<file path="config.mk">
export PLATFORM = sky130hd
export DESIGN_NAME = rvx_decode
export DESIGN_NICKNAME = d
export VERILOG_FILES = /design/src/rtl/rvx_pkg.sv /design/src/rtl/rvx_decode.sv
export SDC_FILE = /design/constraint.sdc
export NUM_CORES = 1
export LEC_CHECK = 0
export ABC_AREA = 1
export BUFFER_PORTS_ARGS = -buffer_cell sky130_fd_sc_hd__buf_2
export CAP_MARGIN = 20
export CORE_AREA = 8 8 131 133
export DETAILED_ROUTE_END_ITERATION = 10
export DIE_AREA = 0 0 139 141
export PLACE_DENSITY = 0.67
export SYNTH_ARGS = -nofsm -noshare
export SYNTH_HDL_FRONTEND = slang
export SYNTH_SLANG_ARGS = --single-unit
</file>
<file path="constraint.sdc">
create_clock -name clk_i -period 10.31 [get_ports clk_i]
set_input_delay 0.5155 -clock clk_i [delete_from_list [all_inputs] [get_ports clk_i]]
set_output_delay 0.5155 -clock clk_i [all_outputs]
set_load 0.03 [all_outputs]
</file>
<file path="src/rtl/rvx_pkg.sv">
package rvx_pkg;

  localparam logic [6:0] OpLui    = 7'h37;
  localparam logic [6:0] OpAuipc  = 7'h17;
  localparam logic [6:0] OpJal    = 7'h6f;
  localparam logic [6:0] OpJalr   = 7'h67;
  localparam logic [6:0] OpBranch = 7'h63;
  localparam logic [6:0] OpLoad   = 7'h03;
  localparam logic [6:0] OpStore  = 7'h23;
  localparam logic [6:0] OpImm    = 7'h13;
  localparam logic [6:0] OpReg    = 7'h33;
  localparam logic [6:0] OpSystem = 7'h73;
  localparam logic [6:0] OpFence  = 7'h0f;

  localparam logic [6:0]  F7Base   = 7'h00;
  localparam logic [6:0]  F7Alt    = 7'h20;
  localparam logic [6:0]  F7Mul    = 7'h01;
  localparam logic [31:0] EcallWord = 32'h0000_0073;

  localparam logic [2:0] F3Mul    = 3'd0;
  localparam logic [2:0] F3Mulh   = 3'd1;
  localparam logic [2:0] F3Mulhsu = 3'd2;
  localparam logic [2:0] F3Mulhu  = 3'd3;
  localparam logic [2:0] F3Div    = 3'd4;
  localparam logic [2:0] F3Divu   = 3'd5;
  localparam logic [2:0] F3Rem    = 3'd6;
  localparam logic [2:0] F3Remu   = 3'd7;

  localparam int unsigned XLen = 32;
  localparam int unsigned DivSteps = 32;

  typedef enum logic [2:0] {
    VAL_NONE, VAL_IMMU, VAL_AUIPC, VAL_LINK, VAL_ALU, VAL_MUL, VAL_DIV
  } val_e;

  typedef struct packed {
    logic [31:0] instruction;
    logic [31:0] pc;
    logic signed [31:0] rs1_value;
    logic signed [31:0] rs2_value;
  } in_t;

  typedef struct packed {
    logic [4:0]  rd_index;
    logic        rd_write;
    logic signed [31:0] rd_value;
    logic [31:0] mem_address;
    logic        mem_read;
    logic        mem_write;
    logic [1:0]  mem_size;
    logic        load_unsigned;
    logic signed [31:0] store_data;
    logic [31:0] next_pc;
    logic        ecall;
    logic        illegal;
  } out_t;

  typedef struct packed {
    val_e        kind;
    logic [4:0]  rd;
    logic [2:0]  f3;
    logic        alt;
    logic        use_imm;
    logic        is_br;
    logic        is_jal;
    logic        is_jalr;
    logic        wr;
    logic        rdm;
    logic        wrm;
    logic        lu;
    logic        ec;
    logic        bad;
    logic [1:0]  size;
    logic [31:0] imm;
    logic [31:0] pc;
    logic [31:0] a;
    logic [31:0] b;
  } dec_t;

  typedef struct packed {
    logic        en;
    logic        want_rem;
    logic        neg_res;
    logic        ovr;
    logic [31:0] ovr_val;
  } divctl_t;

  typedef struct packed {
    out_t        res;
    divctl_t     dctl;
    logic [31:0] rem;
    logic [31:0] dq;
    logic [31:0] dv;
  } pipe_t;

endpackage

</file>
<file path="src/rtl/rvx_decode.sv">
module rvx_decode (
  input  logic          clk_i,
  input  logic          rst_ni,
  input  logic          valid_i,
  input  rvx_pkg::in_t  data_i,
  output logic          ready_o,
  output logic          valid_o,
  output rvx_pkg::dec_t data_o,
  input  logic          ready_i
);

  logic          v_q;
  rvx_pkg::dec_t d_q, d_d;
  logic [31:0]   ins;
  logic [6:0]    op, f7;
  logic [2:0]    f3;

  assign ins = data_i.instruction;
  assign op  = ins[6:0];
  assign f3  = ins[14:12];
  assign f7  = ins[31:25];

  always_comb begin
    d_d = '0;
    d_d.kind = rvx_pkg::VAL_NONE;
    d_d.rd = ins[11:7];
    d_d.f3 = f3;
    d_d.pc = data_i.pc;
    d_d.a  = data_i.rs1_value;
    d_d.b  = data_i.rs2_value;
    d_d.imm = {{20{ins[31]}}, ins[31:20]};
    case (op)
      rvx_pkg::OpLui: begin
        d_d.wr = 1'b1; d_d.kind = rvx_pkg::VAL_IMMU; d_d.imm = {ins[31:12], 12'b0};
      end
      rvx_pkg::OpAuipc: begin
        d_d.wr = 1'b1; d_d.kind = rvx_pkg::VAL_AUIPC; d_d.imm = {ins[31:12], 12'b0};
      end
      rvx_pkg::OpJal: begin
        d_d.wr = 1'b1; d_d.kind = rvx_pkg::VAL_LINK; d_d.is_jal = 1'b1;
        d_d.imm = {{11{ins[31]}}, ins[31], ins[19:12], ins[20], ins[30:21], 1'b0};
      end
      rvx_pkg::OpJalr: begin
        if (f3 != 3'd0) begin
          d_d.bad = 1'b1;
        end else begin
          d_d.wr = 1'b1; d_d.kind = rvx_pkg::VAL_LINK; d_d.is_jalr = 1'b1;
        end
      end
      rvx_pkg::OpBranch: begin
        d_d.imm = {{19{ins[31]}}, ins[31], ins[7], ins[30:25], ins[11:8], 1'b0};
        if (f3 == 3'd2 || f3 == 3'd3) d_d.bad = 1'b1;
        else d_d.is_br = 1'b1;
      end
      rvx_pkg::OpLoad: begin
        if (f3 == 3'd3 || f3 > 3'd5) begin
          d_d.bad = 1'b1;
        end else begin
          d_d.wr = 1'b1; d_d.rdm = 1'b1; d_d.size = f3[1:0]; d_d.lu = f3[2];
        end
      end
      rvx_pkg::OpStore: begin
        d_d.imm = {{20{ins[31]}}, ins[31:25], ins[11:7]};
        if (f3 > 3'd2) begin
          d_d.bad = 1'b1;
        end else begin
          d_d.wrm = 1'b1; d_d.size = f3[1:0];
        end
      end
      rvx_pkg::OpImm: begin
        if (f3 == 3'd1 && f7 != rvx_pkg::F7Base) begin
          d_d.bad = 1'b1;
        end else if (f3 == 3'd5 && f7 != rvx_pkg::F7Base && f7 != rvx_pkg::F7Alt) begin
          d_d.bad = 1'b1;
        end else begin
          d_d.wr = 1'b1; d_d.kind = rvx_pkg::VAL_ALU; d_d.use_imm = 1'b1;
          d_d.alt = (f3 == 3'd5) && (f7 == rvx_pkg::F7Alt);
        end
      end
      rvx_pkg::OpReg: begin
        if (f7 == rvx_pkg::F7Mul) begin
          d_d.wr = 1'b1;
          d_d.kind = f3[2] ? rvx_pkg::VAL_DIV : rvx_pkg::VAL_MUL;
        end else if (f7 == rvx_pkg::F7Base) begin
          d_d.wr = 1'b1; d_d.kind = rvx_pkg::VAL_ALU;
        end else if (f7 == rvx_pkg::F7Alt && (f3 == 3'd0 || f3 == 3'd5)) begin
          d_d.wr = 1'b1; d_d.kind = rvx_pkg::VAL_ALU; d_d.alt = 1'b1;
        end else begin
          d_d.bad = 1'b1;
        end
      end
      rvx_pkg::OpSystem: begin
        if (ins == rvx_pkg::EcallWord) d_d.ec = 1'b1;
        else d_d.bad = 1'b1;
      end
      rvx_pkg::OpFence: begin
        if (f3 != 3'd0) d_d.bad = 1'b1;
      end
      default: d_d.bad = 1'b1;
    endcase
    if (d_d.bad) begin
      d_d.wr = 1'b0; d_d.rdm = 1'b0; d_d.wrm = 1'b0; d_d.lu = 1'b0; d_d.ec = 1'b0;
      d_d.size = 2'd0; d_d.kind = rvx_pkg::VAL_NONE;
      d_d.is_br = 1'b0; d_d.is_jal = 1'b0; d_d.is_jalr = 1'b0;
    end
  end

  assign ready_o = !v_q || ready_i;
  assign valid_o = v_q;
  assign data_o  = d_q;

  always_ff @(posedge clk_i or negedge rst_ni) begin
    if (!rst_ni) begin
      v_q <= 1'b0;
    end else if (ready_o) begin
      v_q <= valid_i;
    end
  end

  always_ff @(posedge clk_i) begin
    if (ready_o && valid_i) begin
      d_q <= d_d;
    end
  end

endmodule

</file>
==> out/results.txt, run 1 <==
After layout, the worst path uses 26.02% of the clock period. The fraction of final layout cells with drive strength greater than 1 is 49.77%. In this run switching power makes up 25.06% of total power. In this run the number of H-tree levels came out at 4.

In this run, the number of DRC markers left after iteration 0 of detailed routing was 219. Relative to the synthesized area, the layout overhead comes to 41.40%. The detailed-route via count is 3978. The library cells used most frequently in the layout, excluding fill and tap cells, are 285 x sky130_fd_sc_hd__buf_2, 152 x sky130_fd_sc_hd__edfxtp_1, 54 x sky130_fd_sc_hd__nand2_1.

The final critical path time including I/O delays and setup works out to 2.682 ns. On the critical path, the stage with the largest delay is an instance of sky130_fd_sc_hd__buf_4. The final number of max-transition violations is 0. The number of synthesized register bits was 153; the half-perimeter wire length of the detailed placement result was 13470 um. Setup slack on the worst reg-to-reg path comes out at 7.63 ns. Of the total power, registers draw 48.7%.

The count of buffers added on input and output ports is 285. After synthesis, the share of cell area in mux cells is 0%. The clock latency on the worst-skew pair is 0.41 ns.

Of all flip-flops after synthesis, the portion carrying an async set or reset was 0.6536%. TritonCTS built the clock tree. Setup violations remaining at the end of the flow were counted as 0. Post-synthesis area per instance: 15.64 um2. The flow ran to the end, and the final reports show no timing, DRC or antenna violations.

The final routed wire length divided by cell count is 20.11 um, and the number of global-route vias before repair is 4004. For this run, the slowest stage of the critical path takes 0.94 ns. The clock tree buffer depth is 2.

The critical path class was register to register. The share of total power dissipated in the clock network is 40.3%. The sort of element at the end of the critical path was a register.

Before antenna repair, the detailed router went through 5 iterations. The most used flip-flop cell after synthesis is sky130_fd_sc_hd__edfxtp_1. The worst register-to-register path begins at valid_o. The category of the worst setup path launch point was a register. The initialized floorplan defines 45 standard-cell rows. The transition time at the pin with the least slew margin was 1.114 ns; the number of nets still failing antenna checks after routing was 0.

The number of fillers in the final layout is 1310, and the number of instances on the worst hold path is 1. Entering global routing, the biggest net connects 90 pins. The least setup slack across all paths after layout was 7.628 ns; the global-route usage over all layers was 17.00%.

The final weighted congestion in routability-driven placement is 0.9180. After detailed routing, the number of vias per cell comes to 4.664. The critical path goes through a21oi_4, buf_4, buf_4. For the unique cell type count in the Yosys netlist, the log shows 24.

The startpoint identified for the worst hold timing path is data_i[82]. For the setup TNS, the log shows 0 ns. The area of the multi-input gates is 738.2 um2, and the global-route wire length before repair is 24550 um. The Yosys step of the flow raised 0 warnings.

Of the total synthesized cell area, the portion taken by XOR and XNOR cells is 0%. The final hold violation count was 0. In this run the worst hold path is classified as primary input to register. The number of nets at the end of the flow was 785; the max-cap violation count was 0. Clock tree synthesis selected as its root buffer the cell sky130_fd_sc_hd__clkbuf_16. The overall die height was 141 um; the post-cts resize count was 0. The mapped netlist covers 5458 um2. Clock-pin slew was measured on the worst setup and hold paths at 0.06 ns. The I/O pin total is 286, and the number of buffers and inverters on the critical path is 2.

Maximum resistive drop on vdd: 109.6 uV. The x dimension of the die came out at 139 um. The compound-cell area share of the yosys netlist is 2.407%. The number of clock sinks was 153; the largest fanout on the critical path was 89. The effective utilization at floorplan is 36.44%. In this run the standard cell core region covers 14980 um2.

After synthesis, the largest family of logic cells by area is simple AND/OR/NAND/NOR gates. The number of synthesized flops with an enable pin is 152, and the overall die area is 19600 um2. Measured on the finished design, the core utilization comes to 51.53%. On the critical path the largest part of the delay comes from buffers and inverters. Per report_power, the combinational group accounts for 11.0% of the total.

The logs give 25.72% for the relative slew slack and 7.401 ns for the pre-CTS setup slack. The tools report the number of antenna violations at the first check in global routing as 0. The reg-to-reg endpoint is data_o[62]. By instance count, the cell type seen most on the critical path is sky130_fd_sc_hd__buf_4.

The number of cells traversed by the worst register-to-register path was 3. Of the total synthesized cell area, the portion taken by AND, OR, NAND and NOR gates is 10.91%. The logs give 0 for the total global routing overflow and 17150 um for the final wirelength. The fraction of the mapped netlist area in adder cells was 0%. The post-route clock skew was 0.005054 ns; the endpoint required time on the critical path was 10.34 ns. Static timing analysis puts the maximum clock frequency at 372.8 MHz. Of the synthesized area, sequential elements account for 84.09%.

The number of antenna diodes is 0. Summed over all nets, the switching power comes to 377.8 uW. The run gives 2.71 ns as the data arrival time of the critical path. In the routed design, unresolved DRC markers number 0. The internal power of the cells was 1129 uW. Most frequent standard cell in the layout excluding fill and tap cells: sky130_fd_sc_hd__buf_2. Setup repair after global routing left no endpoint under its margin. For this design the static power due to leakage is 0.003359 uW.

The net count after synthesis is 481, and the areal power density over the cells is 195.3 nW/um2. After technology mapping, the gate count stands at 349. Registers take 4589 um2. The tools report the worst min-delay path endpoint as data_o[82].

Buffers inserted during clock tree synthesis total 17.
[worst max path at each step]
| stage | cells after the start | to | from | slack, ns |
|---|---|---|---|---|
| floorplan | 1 | data_o[0] | valid_o | 1.72 |
| global placement | 5 | data_o[54] | ready_i | 7.53 |
| detailed placement | 5 | data_o[34] | ready_i | 7.40 |
| CTS | 3 | data_o[51] | valid_o | 7.62 |
| global route | 3 | data_o[40] | valid_o | 7.51 |
| finish | 3 | data_o[62] | valid_o | 7.63 |
[power groups by stage]
stage          logic [uW]  clock network, uW  registers (uW)
2_1_floorplan        27.1                  0             823
5_1_grt               176                642             737
3_3_place_gp          166                  0             747
4_1_cts               169                620             735
6_report              166                607             734
3_5_place_dp          168                  0             747
[through the flow]
stage | hold slack, ns | cells | total power (uW) | cell area, um2
global placement | 0.2903 | 821 | 912.0 | 7132
detailed placement | 0.2942 | 821 | 915.6 | 7132
finish | 0.2748 | 853 | 1507 | 7717
global route | 0.2494 | 853 | 1554 | 7717
floorplan | 0.2199 | 349 | 850.4 | 5458
CTS | 0.2521 | 853 | 1523 | 7717
[cell type report]
class	count	area share [%]
Clock inverter	12	1.848
Multi-Input combinational cell	159	9.566
Sequential cell	153	59.47
Tap cell	188	3.048
Timing Repair Buffer	288	18.81
Inverter	34	1.654
Clock buffer	19	5.610
[state kept, by name (all words and copies together) (netlist names)]
signal,flops
data_o,152
valid_o,1
[synth_stat cells, types with 3 or more instances]
| library cell | number | area share [%] |
|---|---|---|
| sky130_fd_sc_hd__edfxtp_1 | 152 | 84 |
| sky130_fd_sc_hd__o21ai_0 | 10 | 0.92 |
| sky130_fd_sc_hd__o22ai_1 | 3 | 0.34 |
| sky130_fd_sc_hd__o21ai_1 | 6 | 0.55 |
| sky130_fd_sc_hd__inv_1 | 32 | 2.2 |
| sky130_fd_sc_hd__nand2_2 | 3 | 0.34 |
| sky130_fd_sc_hd__nand2_1 | 54 | 3.7 |
| sky130_fd_sc_hd__nor2_1 | 44 | 3.0 |
| sky130_fd_sc_hd__nand3_1 | 19 | 1.7 |
| sky130_fd_sc_hd__a21oi_1 | 3 | 0.28 |
| sky130_fd_sc_hd__nor2_2 | 4 | 0.46 |
[timing repair]
action | 4_1_cts | 5_1_grt
hold buffers | 1 | 0
endpoints found under the setup margin | 0 | 0
hold endpoints to repair | 1 | 0
setup buffers | 0 | 0
[worst reg2reg max path: stages (launching register included)]
cell	delay [ns]
sky130_fd_sc_hd__dfrtp_1	0.42
sky130_fd_sc_hd__a21oi_4	0.16
sky130_fd_sc_hd__buf_4	0.64
sky130_fd_sc_hd__buf_4	1.00
[kinds of logic (layout without fill, tap and decap cells)]
group | Yosys count | after routing
flip-flops | 153 | 153
AND/OR/NAND/NOR | 135 | 135
buffers and inverters | 37 | 353
AO/OA/AOI/OAI | 24 | 24
[metal layers]
layer	up-vias	track usage, %	wire length [um]
met5	-	0	0
met4	0	5.661	259
met3	15	5.976	1262
met2	200	29.26	8730
met1	1908	19.43	6902
li1	1855	-	-
No activity file was read; power rests on OpenSTA's default activity.
==> run 2, diff against run 1 <==
- PLACE_DENSITY: 0.67 -> 0.69
- clock period: 10.31 -> 2.2 ns (I/O delays scaled with it)
==> out/results.txt, run 2 (synthesized netlist as in run 1, its figures left out) <==
The effective utilization at floorplan was 36.44% (unchanged). The tools report the utilization of the core after routing as 58.81% (+7.3 points). For the total iterations of the first detailed-routing run, the log shows 4 (-1). The signal on the critical path passes through dlygate4sd3_1, buf_2, nor2_1, nand2_1, nor2_2, nand2_1, nor2_1, nor2_1, nor2_1, nand2_1. The flip-flop count of the largest register after layout was 152 (unchanged); the global-route usage over all layers was 19.63% (+2.6 points). The largest fanout on the critical path works out to 5 (-94%). The clock tree buffer depth is 2 (unchanged). Setup repair after global routing left no endpoint under its margin.

Final hold violation count: 0 (unchanged). The tools report the leakage power as 0.003813 uW (+14%). TritonCTS built the clock tree. The delay of the slowest cell on the worst path was 0.53 ns (-0.41 ns); the residual DRC count was 0 (unchanged). The sequential share of power came out at 48.1% (-0.6 points). The routed via count divided by cell count was 4.669 (+0.12%).

The largest net degree at the start of global routing was 92 (+2.2%). The tools report the max-cap violation count as 0 (unchanged). The total global routing overflow is 0 (unchanged), and the endpoint required time on the critical path is 2.36 ns (-7.98 ns). For the I/O pin total, the log shows 286 (unchanged). The tools report the pre-CTS setup slack as 0.6001 ns (-6.801 ns).

The critical path is of the primary input to register type. The logs give 13.4% (+2.4 points) for the logic gate share of total power and 38.5% (-1.8 points) for the clock share of power. The global-route track usage on met2 is 35.35% (+6.1 points). CTS placed an instance of sky130_fd_sc_hd__clkbuf_16 at the clock tree root. The number of buffers inserted by port buffering came out at 285 (unchanged). In the layout the commonest cells are 285 x sky130_fd_sc_hd__buf_2, 152 x sky130_fd_sc_hd__edfxtp_1, 108 x sky130_fd_sc_hd__dlygate4sd3_1. The areal power density over the cells is 813.1 nW/um2 (+320%). The relative slew slack was 65.76% (+40 points); the number of clock sinks was 153 (unchanged).

The least setup slack across all paths after layout was 0.6667 ns (-6.961 ns); the x dimension of the die was 139 um (unchanged). The worst setup path is captured at a register. The clock latency on the worst-skew pair is 0.42 ns (about the same), and the worst hold-check slack is 0.02529 ns (-0.2496 ns). The detailed-route via count is 4487 (+13%), and the post-route fraction of the period consumed by the critical path is 69.69%. Number of core rows: 45 (unchanged).

Library cell appearing most often on the critical path: sky130_fd_sc_hd__nor2_1. The switching power is 1845 uW (+390%). STA classifies the critical path startpoint as a primary input. The final routed wire length divided by cell count was 20.13 um (+0.11%). For the number of CTS-inserted buffers, the log shows 17 (unchanged). The overall die height was 141 um (unchanged); the switching fraction of total power was 25.76% (+0.69 points).

The logs give 0 (unchanged) for the number of antenna diodes and 0 (unchanged) for the number of antenna violations at the first check in global routing. The slowest stage of the critical path is the sky130_fd_sc_hd__dlygate4sd3_1 cell. For this run, the top clock speed supported by timing is 652.2 MHz. The run gives 28650 um (+17%) as the global-route wire length before repair.

The tools report the detailed router's first-iteration violation count as 266 (+21%). Most frequent standard cell in the layout excluding fill and tap cells: sky130_fd_sc_hd__buf_2. Post-cts resize count: 0 (unchanged). The tools report the overall die area as 19600 um2 (unchanged).

The post-route clock skew came out at 0.006094 ns (+0.001040 ns). The path class of the tightest hold or removal check is primary input to asynchronous set/reset pin. The count of H-tree levels built during CTS is 4 (unchanged), and the internal power of the cells is 5318 uW (+370%). The area growth from synthesis to layout is 61.39%. The tools report the number of setup violations in the final report as 0 (unchanged). The number of nets still failing antenna checks after routing was 0 (unchanged); the final weighted congestion in routability-driven placement was 0.8860 (-3.5%). The logs give 537.3 uV (+390%) for the maximum resistive drop on vdd and 1160 (-11%) for the number of fillers in the final layout. The tools report the final wirelength as 19350 um (+13%). The final critical path time including I/O delays and setup is 1.533 ns, and the number of global-route vias before repair is 4757 (+19%). The number of nets at the end of the flow came out at 892 (+14%).

The flow ran to the end, and the final reports show no timing, DRC or antenna violations. The logs give 13450 um (-0.16%) for the half-perimeter wire length of the detailed placement result and 14980 um2 (unchanged) for the placeable core region. The tools report the met3 global-route usage as 6.313% (+0.34 points).

The global routing stage identified its most utilized layer as met2. Fraction of final layout cells with drive strength greater than 1: 43.21% (-6.6 points). Clock transition at the registers of the reported paths: 0.06 ns (about the same). The transition time at the pin with the least slew margin is 0.5136 ns (-0.6007 ns), and the met1 global-route usage is 21.19% (+1.8 points).

The final number of max-transition violations was 0 (unchanged); the data arrival time of the critical path was 1.69 ns (-1.02 ns).
==> run 2: cell count changes in the layout (fill, tap and decap cells not counted) <==
cell,change
sky130_fd_sc_hd__bufinv_16,-1
sky130_fd_sc_hd__buf_12,+2
sky130_fd_sc_hd__clkinv_1,+1
sky130_fd_sc_hd__dfrtp_2,+1
sky130_fd_sc_hd__clkbuf_1,-2
sky130_fd_sc_hd__dlygate4sd3_1,+107
sky130_fd_sc_hd__inv_6,+1
sky130_fd_sc_hd__clkinv_4,+3
sky130_fd_sc_hd__clkinvlp_4,-1
sky130_fd_sc_hd__buf_4,-2
sky130_fd_sc_hd__dfrtp_1,-1
==> run 2: cell type report <==
type / count / area [um2] / share of cell area [%]
flip-flops and latches: 153 / 4591 / 52.12
repair buffers: 395 / 2547 / 28.92
multi-input cells: 159 / 738.2 / 8.381
clock buffers: 17 / 425.4 / 4.830
well taps: 188 / 235.2 / 2.670
clock inverters: 15 / 143.9 / 1.634
inverters: 34 / 127.6 / 1.449
==> run 2: power by group through the flow <==
stage	registers, uW	clock network (uW)	logic, uW
6_report	3440	2760	959
5_1_grt	3450	2940	1010
4_1_cts	3440	2840	957
3_5_place_dp	3500	0	795
3_3_place_gp	3490	0	782
2_1_floorplan	3820	0	129
==> run 2: metrics by stage <==
stage	setup TNS [ns]	instances	instance area, um2	power, uW
after CTS	0	961	8808	7230
after detailed placement	0	821	7158	4293
after global placement	0	821	7158	4275
after global routing	0	961	8808	7405
final	0	961	8808	7163
after floorplan	-198.50	349	5470	3954
==> run 2: repair_timing <==
action / 4_1_cts / 5_1_grt
endpoints found under the hold margin: 107 / 0
hold buffers: 108 / 0
setup buffers: 0 / 0
==> run 2: critical path: cells and delay by family <==
kind | cells | cell delay [ns]
buffers and inverters | 2 | 0.69
and+or+nand+nor | 8 | 0.89
==> run 2: worst paths after layout <==
check                             from     endpoint  slack (ns)  depth (start not counted)
max                        data_i[127]  data_o[130]        0.67                         10
min                             rst_ni      valid_o        0.03                          2
max reg2reg                    valid_o  data_o[146]        0.69                          2
min reg2reg                    valid_o   data_o[80]        0.89                          2
max in group asynchronous       rst_ni      valid_o        2.07                          2
min in group clk_i         data_i[110]  data_o[143]        0.03                          1
==> run 2: metal layers <==
metal / up-vias / share of wire, %
met4: 0 / 2.3
met3: 27 / 7.6
met1: 2148 / 38
met5: - / 0
met2: 240 / 53
li1: 2072 / -
==> run 3, diff against run 2 <==
- ABC_AREA: 1 -> 0
- PLACE_DENSITY: 0.69 -> 0.7
- clock period: 2.2 -> 1.4 ns (I/O delays scaled with it)
==> out/results.txt, run 3 <==
The run gives 0.01182 ns (+0.005729 ns) as the post-route clock skew. The routed via count divided by cell count was 4.868 (+4.3%). The delay of the slowest cell on the worst path came out at 0.42 ns (-0.11 ns). The number of buffers and inverters on the critical path is 1 (-1), and the number of synthesized flops with an enable pin is 152 (unchanged).

The largest fanout on the critical path came out at 45 (+40). The library cells used most frequently in the layout, excluding fill and tap cells, are 285 x sky130_fd_sc_hd__buf_2, 152 x sky130_fd_sc_hd__edfxtp_1, 120 x sky130_fd_sc_hd__dlygate4sd3_1. The commonest cells after synthesis are 152 x sky130_fd_sc_hd__edfxtp_1, 20 x sky130_fd_sc_hd__a21o_1, 13 x sky130_fd_sc_hd__nand2_1. The logs give 0 (unchanged) for the final number of max-transition violations and 2 (unchanged) for the clock tree buffer depth. The final routed wire length divided by cell count works out to 21.97 um (+9.1%).

The run gives 1.50 ns (-0.86 ns) as the endpoint required time on the critical path. Setup repair after global routing left no endpoint under its margin. The logs give 0.9292 (+4.9%) for the final weighted congestion in routability-driven placement and 5 (+1) for the total iterations of the first detailed-routing run. STA classifies the critical path endpoint as a register. The post-synthesis area per instance is 18.61 um2 (+19%). Number of nets at the end of the flow: 885 (-0.78%).

Leaving out fill and tap cells, the most frequent cell in the layout is sky130_fd_sc_hd__buf_2. Number of synthesized register bits: 153 (unchanged). The data arrival time of the critical path was 1.46 ns (-0.23 ns); the post-route fraction of the period consumed by the critical path was 97.01%.

The layout overhead on the synthesized area is 71.46%, and the post-synthesis instance area is 5489 um2 (+0.57%). The cell sitting at the root of the clock tree is a sky130_fd_sc_hd__clkbuf_16. The tools report the overall power of the completed layout as 11800 uW (+65%). The run gives 0 (unchanged) as the final hold violation count. For this design, the slowest cell found on the critical path is sky130_fd_sc_hd__dfrtp_2. The pre-CTS setup slack was -0.1488 ns (-0.7489 ns). The transition time at the pin with the least slew margin was 0.4909 ns (-0.02269 ns); the number of antenna violations at the first check in global routing was 0 (unchanged). Overall die height: 141 um (unchanged). The setup TNS was 0 ns (unchanged). The clock transition at the registers of the reported paths is 0.06 ns (about the same), and the least setup slack across all paths after layout is 0.04183 ns (-0.6249 ns). The residual DRC count was 0 (unchanged). Traced cell by cell, the critical path runs through nand2b_4, and2_4, buf_16.

The flow ran to the end, and the final reports show no timing, DRC or antenna violations. Yosys attributes the largest share of cell area to sky130_fd_sc_hd__edfxtp_1 83%, sky130_fd_sc_hd__a21o_1 2.7%, sky130_fd_sc_hd__and2_1 1.1%. The count of H-tree levels built during CTS was 4 (unchanged); the areal power density over the cells was 1254 nW/um2 (+54%). The tools report the net count after synthesis as 427 (-11%). The flip-flop count of the largest register after layout is 152 (unchanged).

The run gives 66.43% (+0.67 points) as the relative slew slack. Most frequently used flop master after synthesis: sky130_fd_sc_hd__edfxtp_1. The logs give 899.3 uV (+67%) for the maximum resistive drop on vdd and 0.03976 ns (+0.01447 ns) for the worst hold-check slack. The final non-filler cell total was 955 (-0.62%); the number of fillers in the final layout was 1080 (-6.9%).

The async set or reset register ratio after synthesis came out at 0.6536% (unchanged). The kind of cell adding the most delay to the critical path was flip-flops. The number of buffers inserted by port buffering was 285 (unchanged). For the number of clock sinks, the log shows 153 (unchanged). STA classifies the critical path startpoint as a register. TritonCTS built the clock tree.

The number of setup violations in the final report was 0 (unchanged); the detailed router's first-iteration violation count was 357 (+34%). Largest net degree at the start of global routing: 46 (-50%). The number of standard cells after synthesis is 295 (-15%).

The tools report the detailed-route via count as 4649 (+3.6%). The number of warnings reported in the yosys synthesis log is 0 (unchanged), and the number of placed instances, taps included is 802 (-2.3%). Critical path class: register to register.

Post-synthesis cell type with the largest combined area: sky130_fd_sc_hd__edfxtp_1. The sequential cell area fraction in the yosys report was 83.61% (-0.48 points); the unique cell type count in the Yosys netlist was 45 (+88%). The half-perimeter wire length of the detailed placement result is 14310 um (+6.4%). The final wirelength is 20980 um (+8.4%). The tools report the I/O pin total as 286 (unchanged). The tools report the number of nets still failing antenna checks after routing as 0 (unchanged). The x dimension of the die works out to 139 um (unchanged).

The logs give 17 (unchanged) for the number of CTS-inserted buffers and 45 (unchanged) for the number of core rows. The logs give 736.3 MHz for the maximum clock frequency and 4932 (+3.7%) for the number of global-route vias before repair. The max-cap violation count came out at 0 (unchanged). The leakage power came out at 0.004026 uW (+5.6%). The total setup buffers inserted after CTS came out at 0 (unchanged). The total global routing overflow is 0 (unchanged), and the proportion of netlist area held by the largest area contributor is 83.15% (-0.48 points).

For the global-route wire length before repair, the log shows 31060 um (+8.4%). The most frequently used cell type in the post-synthesis netlist was sky130_fd_sc_hd__edfxtp_1. The global-route usage over all layers is 21.22% (+1.6 points), and the fraction of final layout cells with drive strength greater than 1 is 49.09% (+5.9 points).

The clock latency on the worst-skew pair was 0.42 ns (about the same); the placeable core region was 14980 um2 (unchanged). The worst hold path belongs to the class primary input to register. The final critical path time including I/O delays and setup works out to 1.358 ns. The overall die area is 19600 um2 (unchanged), and the effective utilization at floorplan is 36.65% (+0.21 points).
[run 3: cell count changes after synthesis, sizes merged, moves of 4 or more]
cell | previous run | this run
buf | 2 | 6
nor4 | 0 | 8
nor2 | 50 | 10
nand2 | 57 | 13
nand2b | 0 | 6
nand3 | 20 | 3
and2 | 1 | 10
a21o | 0 | 20
o21ai | 16 | 8
inv | 34 | 6
nor3 | 4 | 10
[run 3: routing by layer]
metal	part of all wire (%)	vias up	global-route usage (%)
met4	4.1	0	10.98
li1	-	2089	-
met3	7.9	45	7.292
met2	50	254	35.29
met1	38	2261	23.94
met5	0	-	0
[run 3: kinds of logic after synthesis]
| family | Yosys count | share of synthesized area (%) |
|---|---|---|
| flip-flops | 153 | 83.61 |
| AND/OR/NAND/NOR | 78 | 8.708 |
| AO/OA/AOI/OAI | 47 | 6.269 |
| buffers and inverters | 16 | 1.254 |
| XOR/XNOR | 1 | 0.1596 |
[run 3: power by group]
| group | total (uW) | switching (uW) | leakage [uW] | internal [uW] |
|---|---|---|---|---|
| Combinational | 1700 | 1030 | 0.00226 | 676 |
| Clock | 4690 | 1970 | 0.000300 | 2720 |
| Sequential | 5400 | 70.3 | 0.00146 | 5330 |
[run 3: final timing paths]
kind | from | end | slack (ns) | depth (start not counted)
min | data_i[107] | data_o[100] | 0.04 | 3
max in group asynchronous | rst_ni | valid_o | 0.79 | 3
max | valid_o | data_o[43] | 0.04 | 3
min reg2reg | valid_o | data_o[100] | 0.83 | 2
min in group asynchronous | rst_ni | valid_o | 0.49 | 3
max reg2reg | valid_o | data_o[43] | 0.04 | 3
[run 3: final cells by class]
| class | count | area, um2 | share of cell area (%) |
|---|---|---|---|
| tap | 188 | 235.2 | 2.499 |
| multi-input combinational | 126 | 873.3 | 9.279 |
| clock buffer | 18 | 429.2 | 4.560 |
| inverter | 6 | 22.52 | 0.2393 |
| sequential | 153 | 4591 | 48.78 |
| timing repair buffer | 449 | 3078 | 32.70 |
| clock inverter | 14 | 180.2 | 1.914 |
| antenna | 1 | 2.502 | 0.02659 |
[run 3: what timing repair did]
item                                    4_1_cts  5_1_grt
endpoints found under the setup margin        0       16
resized for setup                             0        7
hold buffers                                120        0
hold endpoints to repair                    126        0
[run 3: worst reg2reg max path: cells and delay by family, from the launching register on]
kind	cells	cell delay (ns)
simple gates	2	0.34
flops	1	0.42
buf+inv	1	0.26
[run 3: through the flow]
| step | area, um2 | util (%) |
|---|---|---|
| 2_1_floorplan | 5500 | - |
| 3_3_place_gp | 7559 | 50.47 |
| 3_5_place_dp | 7559 | 50.47 |
| 4_1_cts | 9369 | 62.56 |
| 5_1_grt | 9409 | 62.82 |
| 6_report | 9412 | 62.84 |
